--- src/rtl/egmt_pkg.sv ---
// ----------------------------------------------------------------------------
// egmt_pkg
// Types, codes and defaults shared by the ECMP group member table modules.
// ----------------------------------------------------------------------------
package egmt_pkg;

  localparam int DEF_MAX_MEMBERS = 8;
  localparam int DEF_HOP_BITS    = 16;

  localparam logic [1:0] MODE_ADD    = 2'd0;
  localparam logic [1:0] MODE_REMOVE = 2'd1;
  localparam logic [1:0] MODE_UPDATE = 2'd2;
  localparam logic [1:0] MODE_CLEAR  = 2'd3;

  localparam logic [2:0] ST_OK          = 3'd0;
  localparam logic [2:0] ST_ALREADY     = 3'd1;
  localparam logic [2:0] ST_NOT_PRESENT = 3'd2;
  localparam logic [2:0] ST_FULL        = 3'd3;
  localparam logic [2:0] ST_IF_MISSING  = 3'd4;

  localparam logic [3:0] REFS_MAX = 4'd15;

  typedef struct packed {
    logic [1:0]  mode;
    logic [15:0] next_hop_id;
    logic        member_unresolved;
    logic [15:0] interface_id;
  } in_word_t;

  typedef struct packed {
    logic        is_slot_write;
    logic [2:0]  slot_index;
    logic [15:0] slot_next_hop;
    logic        last;
    logic [2:0]  status;
    logic [3:0]  member_total;
    logic [15:0] first_member;
    logic [3:0]  interface_total;
    logic        interface_list_changed;
  } out_word_t;

  typedef enum logic [3:0] {
    S_IDLE, S_MSCAN, S_MDEC, S_IFSCAN, S_IFDEC, S_IFMOVE,
    S_RSINIT, S_RS1, S_RS2, S_FINAL
  } state_t;

  typedef enum logic [4:0] {
    OP_NONE, OP_LOAD, OP_MSCAN, OP_SETST, OP_ADD, OP_REMOVE, OP_UPDATE,
    OP_CLEAR, OP_IFSCAN, OP_IFADD, OP_IFREM, OP_IFMOVE, OP_RSINIT,
    OP_RS1, OP_RS2INIT, OP_RS2, OP_FINAL
  } op_t;

  typedef struct packed {
    op_t        op;
    logic [2:0] status;
  } cmd_t;

  typedef struct packed {
    logic [1:0] mode;
    logic       track;
    logic       m_hit;
    logic       m_end;
    logic       found;
    logic       full;
    logic       if_hit;
    logic       if_end;
    logic       if_move;
  } sts_t;

endpackage

--- src/rtl/egmt_ctrl.sv ---
// ----------------------------------------------------------------------------
// egmt_ctrl
// Sequencer that steps the datapath through search, update and resync.
// ----------------------------------------------------------------------------
module egmt_ctrl (
  input  logic          clk,
  input  logic          rst_n,
  input  logic          start,
  output logic          busy,
  output egmt_pkg::cmd_t cmd,
  input  egmt_pkg::sts_t sts
);
  import egmt_pkg::*;

  state_t state_r, state_nxt;

  always_ff @(posedge clk) begin
    if (!rst_n) begin
      state_r <= S_IDLE;
    end else begin
      state_r <= state_nxt;
    end
  end

  assign busy = (state_r != S_IDLE);

  always_comb begin
    state_nxt  = state_r;
    cmd.op     = OP_NONE;
    cmd.status = ST_OK;
    case (state_r)
      S_IDLE: begin
        if (start) begin
          cmd.op    = OP_LOAD;
          state_nxt = S_MSCAN;
        end
      end
      S_MSCAN: begin
        cmd.op = OP_MSCAN;
        if (sts.m_hit || sts.m_end) state_nxt = S_MDEC;
      end
      S_MDEC: begin
        case (sts.mode)
          MODE_ADD: begin
            if (sts.found) begin
              cmd.op = OP_SETST; cmd.status = ST_ALREADY; state_nxt = S_FINAL;
            end else if (sts.full) begin
              cmd.op = OP_SETST; cmd.status = ST_FULL; state_nxt = S_FINAL;
            end else begin
              cmd.op    = OP_ADD;
              state_nxt = sts.track ? S_IFSCAN : S_RSINIT;
            end
          end
          MODE_REMOVE: begin
            if (!sts.found) begin
              cmd.op = OP_SETST; cmd.status = ST_NOT_PRESENT; state_nxt = S_FINAL;
            end else begin
              cmd.op    = OP_REMOVE;
              state_nxt = sts.track ? S_IFSCAN : S_RSINIT;
            end
          end
          MODE_UPDATE: begin
            if (!sts.found) begin
              cmd.op = OP_SETST; cmd.status = ST_NOT_PRESENT; state_nxt = S_FINAL;
            end else begin
              cmd.op    = OP_UPDATE;
              state_nxt = S_RSINIT;
            end
          end
          default: begin
            cmd.op    = OP_CLEAR;
            state_nxt = S_FINAL;
          end
        endcase
      end
      S_IFSCAN: begin
        cmd.op = OP_IFSCAN;
        if (sts.if_hit || sts.if_end) state_nxt = S_IFDEC;
      end
      S_IFDEC: begin
        if (sts.mode == MODE_ADD) begin
          cmd.op    = OP_IFADD;
          state_nxt = S_RSINIT;
        end else begin
          cmd.op    = OP_IFREM;
          state_nxt = sts.if_move ? S_IFMOVE : S_RSINIT;
        end
      end
      S_IFMOVE: begin
        cmd.op    = OP_IFMOVE;
        state_nxt = S_RSINIT;
      end
      S_RSINIT: begin
        cmd.op    = OP_RSINIT;
        state_nxt = S_RS1;
      end
      S_RS1: begin
        if (sts.m_end) begin
          cmd.op    = OP_RS2INIT;
          state_nxt = S_RS2;
        end else begin
          cmd.op = OP_RS1;
        end
      end
      S_RS2: begin
        if (sts.m_end) begin
          state_nxt = S_FINAL;
        end else begin
          cmd.op = OP_RS2;
        end
      end
      S_FINAL: begin
        cmd.op    = OP_FINAL;
        state_nxt = S_IDLE;
      end
      default: begin
        state_nxt = S_IDLE;
      end
    endcase
  end

endmodule

--- src/rtl/egmt_dp.sv ---
// ----------------------------------------------------------------------------
// egmt_dp
// Member, slot and interface storage with the search and resync datapath.
// ----------------------------------------------------------------------------
module egmt_dp #(
  parameter int MAX_MEMBERS = egmt_pkg::DEF_MAX_MEMBERS,
  parameter int HOP_BITS    = egmt_pkg::DEF_HOP_BITS
) (
  input  logic                clk,
  input  logic                rst_n,
  input  egmt_pkg::in_word_t  in_word,
  input  logic                cfg_we,
  input  logic                cfg_wdata,
  input  egmt_pkg::cmd_t      cmd,
  output egmt_pkg::sts_t      sts,
  output logic                out_valid,
  output egmt_pkg::out_word_t out_word
);
  import egmt_pkg::*;

  localparam int IW = $clog2(MAX_MEMBERS);
  localparam int CW = $clog2(MAX_MEMBERS + 1);

  logic [HOP_BITS-1:0] hop_r    [MAX_MEMBERS];
  logic                pend_r   [MAX_MEMBERS];
  logic [HOP_BITS-1:0] shop_r   [MAX_MEMBERS];
  logic [MAX_MEMBERS-1:0] sprog_r;
  logic [IW-1:0]       useful_r [MAX_MEMBERS];
  logic [15:0]         ikey_r   [MAX_MEMBERS];
  logic [3:0]          irefs_r  [MAX_MEMBERS];

  logic [CW-1:0]       cnt_r, icnt_r, idx_r, jidx_r, nu_r;
  logic [IW-1:0]       pos_r, jpos_r, rr_r;
  logic                track_r, found_r, jfound_r, pend_in_r, chg_r;
  logic [1:0]          mode_r;
  logic [HOP_BITS-1:0] key_r;
  logic [15:0]         ifc_r;
  logic [2:0]          st_r;
  logic                out_valid_r, out_valid_nxt;
  out_word_t           out_word_r, out_word_nxt;

  logic [IW-1:0]       hop_addr, pend_addr, if_addr, last_idx, cur;
  logic [HOP_BITS-1:0] hop_rd;
  logic                pend_rd;
  logic [15:0]         ikey_rd;
  logic [3:0]          irefs_rd;
  logic                want, sset;
  out_word_t           fin_word, slot_word;

  assign last_idx = IW'(cnt_r - CW'(1));
  assign cur      = idx_r[IW-1:0];

  always_comb begin
    hop_addr  = cur;
    pend_addr = cur;
    if (cmd.op == OP_REMOVE) begin
      hop_addr  = last_idx;
      pend_addr = last_idx;
    end else if (cmd.op == OP_RS2 && nu_r != '0) begin
      hop_addr = useful_r[rr_r];
    end
  end

  always_comb begin
    case (cmd.op)
      OP_IFSCAN: if_addr = jidx_r[IW-1:0];
      OP_IFMOVE: if_addr = icnt_r[IW-1:0];
      default:   if_addr = jpos_r;
    endcase
  end

  assign hop_rd   = hop_r[hop_addr];
  assign pend_rd  = pend_r[pend_addr];
  assign ikey_rd  = ikey_r[if_addr];
  assign irefs_rd = irefs_r[if_addr];

  assign sts.mode    = mode_r;
  assign sts.track   = track_r;
  assign sts.m_end   = (idx_r >= cnt_r);
  assign sts.m_hit   = !sts.m_end && (hop_rd == key_r);
  assign sts.found   = found_r;
  assign sts.full    = (cnt_r >= CW'(MAX_MEMBERS));
  assign sts.if_end  = (jidx_r >= icnt_r);
  assign sts.if_hit  = !sts.if_end && (ikey_rd == ifc_r);
  assign sts.if_move = jfound_r && (irefs_rd <= 4'd1);

  assign want = !sts.m_end &&
                (((cmd.op == OP_RS1) && !pend_rd) ||
                 ((cmd.op == OP_RS2) && ((nu_r == '0) || pend_rd)));
  assign sset = want && (!sprog_r[cur] || (shop_r[cur] != hop_rd));

  always_comb begin
    slot_word               = '0;
    slot_word.is_slot_write = 1'b1;
    slot_word.slot_index    = 3'(cur);
    slot_word.slot_next_hop = 16'(hop_rd);
    fin_word                        = '0;
    fin_word.last                   = 1'b1;
    fin_word.status                 = st_r;
    fin_word.member_total           = 4'(cnt_r);
    fin_word.first_member           = (cnt_r == CW'(1)) ? 16'(hop_r[0]) : 16'd0;
    fin_word.interface_total        = 4'(icnt_r);
    fin_word.interface_list_changed = chg_r;
  end

  always_comb begin
    out_valid_nxt = 1'b0;
    out_word_nxt  = out_word_r;
    if (cmd.op == OP_FINAL) begin
      out_valid_nxt = 1'b1;
      out_word_nxt  = fin_word;
    end else if (sset) begin
      out_valid_nxt = 1'b1;
      out_word_nxt  = slot_word;
    end
  end

  always_ff @(posedge clk) begin
    if (!rst_n) begin
      cnt_r       <= '0;
      icnt_r      <= '0;
      sprog_r     <= '0;
      track_r     <= 1'b0;
      out_valid_r <= 1'b0;
    end else begin
      if (cfg_we) track_r <= cfg_wdata;
      out_valid_r <= out_valid_nxt;
      out_word_r  <= out_word_nxt;
      case (cmd.op)
        OP_LOAD: begin
          mode_r    <= in_word.mode;
          key_r     <= HOP_BITS'(in_word.next_hop_id);
          pend_in_r <= in_word.member_unresolved;
          ifc_r     <= in_word.interface_id;
          idx_r     <= '0;
          jidx_r    <= '0;
          found_r   <= 1'b0;
          jfound_r  <= 1'b0;
          st_r      <= ST_OK;
          chg_r     <= 1'b0;
        end
        OP_MSCAN: begin
          if (sts.m_hit) begin
            found_r <= 1'b1;
            pos_r   <= cur;
          end else if (!sts.m_end) begin
            idx_r <= idx_r + CW'(1);
          end
        end
        OP_SETST: st_r <= cmd.status;
        OP_ADD: begin
          hop_r[cnt_r[IW-1:0]]   <= key_r;
          pend_r[cnt_r[IW-1:0]]  <= pend_in_r;
          sprog_r[cnt_r[IW-1:0]] <= 1'b0;
          cnt_r                  <= cnt_r + CW'(1);
        end
        OP_REMOVE: begin
          hop_r[pos_r]  <= hop_rd;
          pend_r[pos_r] <= pend_rd;
          cnt_r         <= cnt_r - CW'(1);
        end
        OP_UPDATE: begin
          pend_r[pos_r]  <= pend_in_r;
          sprog_r[pos_r] <= 1'b0;
        end
        OP_CLEAR: begin
          chg_r   <= (icnt_r != '0);
          cnt_r   <= '0;
          icnt_r  <= '0;
          sprog_r <= '0;
        end
        OP_IFSCAN: begin
          if (sts.if_hit) begin
            jfound_r <= 1'b1;
            jpos_r   <= jidx_r[IW-1:0];
          end else if (!sts.if_end) begin
            jidx_r <= jidx_r + CW'(1);
          end
        end
        OP_IFADD: begin
          if (jfound_r) begin
            if (irefs_rd != REFS_MAX) irefs_r[jpos_r] <= irefs_rd + 4'd1;
          end else if (icnt_r < CW'(MAX_MEMBERS)) begin
            ikey_r[icnt_r[IW-1:0]]  <= ifc_r;
            irefs_r[icnt_r[IW-1:0]] <= 4'd1;
            icnt_r                  <= icnt_r + CW'(1);
            chg_r                   <= 1'b1;
          end
        end
        OP_IFREM: begin
          if (!jfound_r) begin
            st_r <= ST_IF_MISSING;
          end else if (irefs_rd > 4'd1) begin
            irefs_r[jpos_r] <= irefs_rd - 4'd1;
          end else begin
            icnt_r <= icnt_r - CW'(1);
            chg_r  <= 1'b1;
          end
        end
        OP_IFMOVE: begin
          ikey_r[jpos_r]  <= ikey_rd;
          irefs_r[jpos_r] <= irefs_rd;
        end
        OP_RSINIT: begin
          idx_r <= '0;
          nu_r  <= '0;
          rr_r  <= '0;
        end
        OP_RS1: begin
          if (!sts.m_end) begin
            if (!pend_rd) begin
              useful_r[nu_r[IW-1:0]] <= cur;
              nu_r                   <= nu_r + CW'(1);
            end
            idx_r <= idx_r + CW'(1);
          end
        end
        OP_RS2INIT: idx_r <= '0;
        OP_RS2: begin
          if (!sts.m_end) begin
            if ((nu_r != '0) && pend_rd) begin
              rr_r <= ((CW'(rr_r) + CW'(1)) == nu_r) ? '0 : rr_r + IW'(1);
            end
            idx_r <= idx_r + CW'(1);
          end
        end
        default: ;
      endcase
      if (sset) begin
        shop_r[cur]  <= hop_rd;
        sprog_r[cur] <= 1'b1;
      end
    end
  end

  assign out_valid = out_valid_r;
  assign out_word  = out_word_r;

endmodule

--- src/rtl/ecmp_group_member_table.sv ---
// ----------------------------------------------------------------------------
// ecmp_group_member_table
// One ECMP group: member list, forwarding slots and interface records.
// ----------------------------------------------------------------------------
// A command is taken when start is high and busy is low; busy then stays high
// until the cycle in which the final word of that command is shown. Slot
// writes come out at most one per cycle, each for one cycle on out_valid,
// followed by one final word with last set. The receiver cannot hold results
// off and must take every word in the cycle it is shown. An add or a remove
// runs the member search, then, when interface tracking is on, the interface
// search and record update, with an extra move step when an interface record
// is removed, then two resync passes over the members. An update skips the
// interface step; a clear or a rejected command runs only the member search.
// The searches and resync passes walk the entries one entry per cycle.
module ecmp_group_member_table #(
  parameter int MAX_MEMBERS = egmt_pkg::DEF_MAX_MEMBERS,
  parameter int HOP_BITS    = egmt_pkg::DEF_HOP_BITS
) (
  input  logic                clk,
  input  logic                rst_n,
  input  logic                start,
  output logic                busy,
  input  egmt_pkg::in_word_t  in_word,
  output logic                out_valid,
  output egmt_pkg::out_word_t out_word,
  input  logic                cfg_we,
  input  logic                cfg_wdata
);
  import egmt_pkg::*;

  cmd_t cmd;
  sts_t sts;

  egmt_ctrl u_ctrl (
    .clk   (clk),
    .rst_n (rst_n),
    .start (start),
    .busy  (busy),
    .cmd   (cmd),
    .sts   (sts)
  );

  egmt_dp #(
    .MAX_MEMBERS (MAX_MEMBERS),
    .HOP_BITS    (HOP_BITS)
  ) u_dp (
    .clk       (clk),
    .rst_n     (rst_n),
    .in_word   (in_word),
    .cfg_we    (cfg_we),
    .cfg_wdata (cfg_wdata),
    .cmd       (cmd),
    .sts       (sts),
    .out_valid (out_valid),
    .out_word  (out_word)
  );

endmodule

--- config.mk ---
export PLATFORM = sky130hd
export DESIGN_NAME = ecmp_group_member_table
export DESIGN_NICKNAME = d
export VERILOG_FILES = /design/src/rtl/egmt_pkg.sv /design/src/rtl/egmt_ctrl.sv /design/src/rtl/egmt_dp.sv /design/src/rtl/ecmp_group_member_table.sv
export SDC_FILE = /design/constraint.sdc
export NUM_CORES = 1
export LEC_CHECK = 0
export BUFFER_PORTS_ARGS = -buffer_cell sky130_fd_sc_hd__buf_2
export CAP_MARGIN = 20
export CORE_MARGIN = 2
export CORE_UTILIZATION = 60
export DETAILED_ROUTE_END_ITERATION = 7
export GPL_TIMING_DRIVEN = 0
export PLACE_DENSITY = 0.87
export SYNTH_ARGS = -nofsm -noshare
export SYNTH_HDL_FRONTEND = slang
export SYNTH_SLANG_ARGS = --single-unit
--- constraint.sdc ---
create_clock -name clk -period 7.9 [get_ports clk]
set_clock_uncertainty 0.1 [all_clocks]
set_input_delay 0.395 -clock clk [delete_from_list [all_inputs] [get_ports clk]]
set_output_delay 0.395 -clock clk [all_outputs]
set_load 0.05 [all_outputs]
==> impl_metrics.yaml <==
synth:
  synth_compound_area_share_pct: 10.12
  synthXorXnorAreaFrac_pct: 2.118
  postSynthAreaPerCell_um2: 13.89
  synth_nets: 2001
  ys_seq_area_share_pct: 64.54
  yosysUniqueCellTypes: 87
  syn-cell-area_um2: 26880
  synthMuxAreaShare_pct: 9.986
  synth_ff_type: "edfxtp_1"
  synth-edff-count: 559
  ys_warn_count: 0
  synth_seq_cells: 587
  async_reset_ff_share_pct: 0
  yosys.area_share.simple_pct: 9.423
  synth_top_family_by_area: "compound AO/OA/AOI/OAI gates"
  synth_adder_area_share_pct: 1.238
  syn_inst: 1935
drt:
  wl_um: 73420
  route.vias.total: 19026
  detail_route.vias_per_cell: 6.822
  drcViolationCount: 0
  dr.pass1.iters: 8
  final_antenna_net_count: 0
  drtIter0Drc: 3178
  routedWlPerCell_um: 26.32
layout:
  n_fill_cell: 2755
  utilization_pct: 69.72
  final_cells: 2789
  synthToLayoutAreaGrowth_pct: 14.72
  final_nets: 2224
  diodes: 0
  drive_above_1_share_pct: 16.16
global_routing:
  grt_first_pass_wirelength_um: 109600
  top_usage_layer: "met2"
  grt_max_degree: 27
  grt_overflow: 0
  antenna_found_initial: 0
  use_met1_pct: 41.44
  grt_pass1_vias: 18350
  grt.met3_usage_pct: 5.990
  met2_usage_pct: 50.57
  grt_usage_pct: 31.14
worst_hold_path:
  hold_class: "in2reg"
clock_network:
  cts_root_buf: "clkbuf_16"
  htree_levels: 2
  clock_path_buffers: 3
  cts_buffers: 55
  clk_pin_slew_worst_paths_ns: 0.07
  clk_latency_ns: 0.64
  clkSinkCount: 587
  cts_tree: "built"
setup_path:
  crit_path_end_kind: "flop"
  worstPathMaxFanout: 26
  timing.critical_path.required_ns: 8.17
  start_kind: "flop"
  arrival_ns: 7.96
  critPathKind: "reg2reg"
floorplanning:
  core_area_um2: 44220
  die_area_um2: 46500
  die_h_um: 215.6
  ios: 91
  die_w_um: 215.6
  rows: 77
  initial_core_util_pct: 60.78
placed_design:
  gp_congestion: 0.9230
  post-dp-hpwl_um: 48810
  io_buffers: 89
  place_inst: 2652
timing:
  relSlewSlack_pct: 25.21
  maxSlewViolCount: 0
  worst_pin_slew_ns: 1.122
  fin_tns_setup_ns: 0
  fin_crit_sh_pct: 97.27
  finalSetupViolations: 0
  fmax_ghz: 0.1301
  rsz0062_at_grt: "false"
  final_hold_viol_count: 0
  finalCriticalPeriod_ns: 7.684
status:
  status: "finished clean"
power:
  p_leak_nw: 10.75
  ir_drop_mv: 0.2019
  powerDensity_nw_per_um2: 327.3
job:
  cap_violations: 0
-- logic make-up (layout without fill, tap and decap cells) --
family / after synthesis / after routing
adder cells (fa/ha/maj): 26 / 26
multiplexers: 200 / 200
flip-flops: 587 / 587
AND/OR/NAND/NOR: 511 / 511
XOR/XNOR: 65 / 65
AO/OA/AOI/OAI: 383 / 383
buffers and inverters: 163 / 425
-- report_power, final --
group | leakage [nW] | switching, mW | internal (mW) | total (mW)
clock | 0.837 | 1.17 | 1.45 | 2.62
combinational | 4.63 | 2.33 | 1.21 | 3.54
sequential | 5.28 | 0.101 | 3.83 | 3.94
-- registers in the layout, summed over array words and instances, names as in the netlist, 8 cells and up, named ones only --
name,flops
u_dp.pend_r,8
u_dp.key_r,16
u_dp.hop_r,128
u_dp.out_word,49
u_dp.sprog_r,8
u_dp.ifc_r,16
u_dp.shop_r,128
u_dp.ikey_r,128
u_dp.useful_r,24
u_dp.irefs_r,32
-- layer usage --
metal,up-vias,share of wire (%)
met4,0,4.9
met2,1483,47
met3,324,11
li1,7982,-
met5,-,0
met1,9237,36
-- what timing repair did --
action,CTS,global route
endpoints found under the setup margin,9,123
buffers inserted,0,2
gates resized for setup,1,2
endpoints found under the hold margin,36,0
hold buffers,37,0
-- layout make-up --
type                       instances  area [um2]  share of cell area (%)
buffer                           107       480.5                   1.558
multi-input combinational       1185        8960                   29.06
inverter                          56       210.2                  0.6818
timing repair buffer             166        1350                   4.379
clock inverter                    25       307.8                  0.9983
tap                              592       740.7                   2.402
sequential                       587       17350                   56.26
clock buffer                      71        1436                   4.659
-- synth_stat cells (5+ instances only) --
| cell | count | area (um2) |
|---|---|---|
| a2111o_1 | 6 | 67.56 |
| a211oi_1 | 56 | 420.4 |
| a21o_1 | 7 | 52.55 |
| a21oi_1 | 70 | 350.3 |
| a221oi_1 | 16 | 140.1 |
| a22o_1 | 14 | 122.6 |
| a22oi_1 | 17 | 127.6 |
| a31o_2 | 5 | 43.79 |
| a31oi_1 | 28 | 175.2 |
| and2_1 | 34 | 212.7 |
| and3_1 | 19 | 118.9 |
| and4_1 | 17 | 148.9 |
| buf_1 | 13 | 48.80 |
| buf_2 | 18 | 90.09 |
| buf_6 | 5 | 56.30 |
| clkbuf_1 | 68 | 255.2 |
| dfxtp_1 | 28 | 560.5 |
| edfxtp_1 | 559 | 16790 |
| ha_1 | 25 | 312.8 |
| inv_1 | 51 | 191.4 |
| mux2_2 | 16 | 180.2 |
| mux2i_1 | 130 | 1301 |
| mux4_2 | 48 | 1081 |
| nand2_1 | 137 | 514.2 |
| nand2b_1 | 18 | 112.6 |
| nand3_1 | 24 | 120.1 |
| nand4_1 | 9 | 56.30 |
| nor2_1 | 149 | 559.3 |
| nor3_1 | 37 | 185.2 |
| nor3b_1 | 9 | 67.56 |
| nor4_1 | 13 | 81.33 |
| o211ai_1 | 15 | 112.6 |
| o21a_1 | 8 | 60.06 |
| o21ai_0 | 49 | 245.2 |
| o21ai_1 | 8 | 40.04 |
| o221ai_1 | 9 | 78.83 |
| o22ai_1 | 9 | 56.30 |
| o31ai_1 | 12 | 90.09 |
| o41ai_1 | 7 | 61.31 |
| or2_2 | 6 | 37.54 |
| or3_1 | 13 | 81.33 |
| or4_1 | 8 | 60.06 |
| xnor2_1 | 39 | 341.6 |
| xor2_1 | 26 | 227.7 |
-- worst paths after layout --
kind | from | to | slack [ns] | cells past startpoint
min | start | u_ctrl.state_r[0] | 0.19 | 5
max reg2reg | u_dp.idx_r[0] | u_dp.out_word[20] | 0.22 | 20
min reg2reg | u_dp.sprog_r[4] | u_dp.sprog_r[4] | 0.41 | 2
max | u_dp.idx_r[0] | u_dp.out_word[20] | 0.22 | 20
-- critical path: stages, from the launching register on --
cell and delay [ns]:
edfxtp_1 0.76, clkbuf_1 0.55, inv_1 0.23, ha_1 0.34, nand2b_1 0.15, a2111oi_2 0.61
o21ai_2 0.29, mux2i_2 0.33, o32ai_2 0.71, clkbuf_1 0.56, a22o_1 0.22, o221ai_1 0.14
and2_1 0.35, xor2_1 0.24, nor4b_1 0.49, nor4b_4 0.29, buf_4 0.21, buf_6 0.19
o22ai_4 0.18, buf_16 0.27, buf_16 0.18
-- layout by cell type, fill, tap and decap left out, types with 33 or more instances in the layout --
cell	instances
mux2i_1	130
mux4_2	48
a21oi_1	69
dlygate4sd3_1	37
inv_1	51
nor2_1	132
o21ai_0	49
clkbuf_16	55
edfxtp_1	559
and2_1	33
clkbuf_1	84
nor3_1	37
xnor2_1	39
a211oi_1	56
buf_2	107
nand2_1	137
-- through the flow --
stage	cell area (um2)	power (mW)	setup slack, ns	hold WS [ns]
3_5_place_dp	28660	7.310	0.04234	0.3974
5_1_grt	30830	10.39	0.01564	0.2010
2_1_floorplan	26880	6.319	0.5722	0.3469
3_3_place_gp	28060	7.138	-2.952	0.3803
4_1_cts	30790	9.949	0.1205	0.1603
6_report	30830	10.09	0.2161	0.1864
Power figures use the tool's default switching activity.
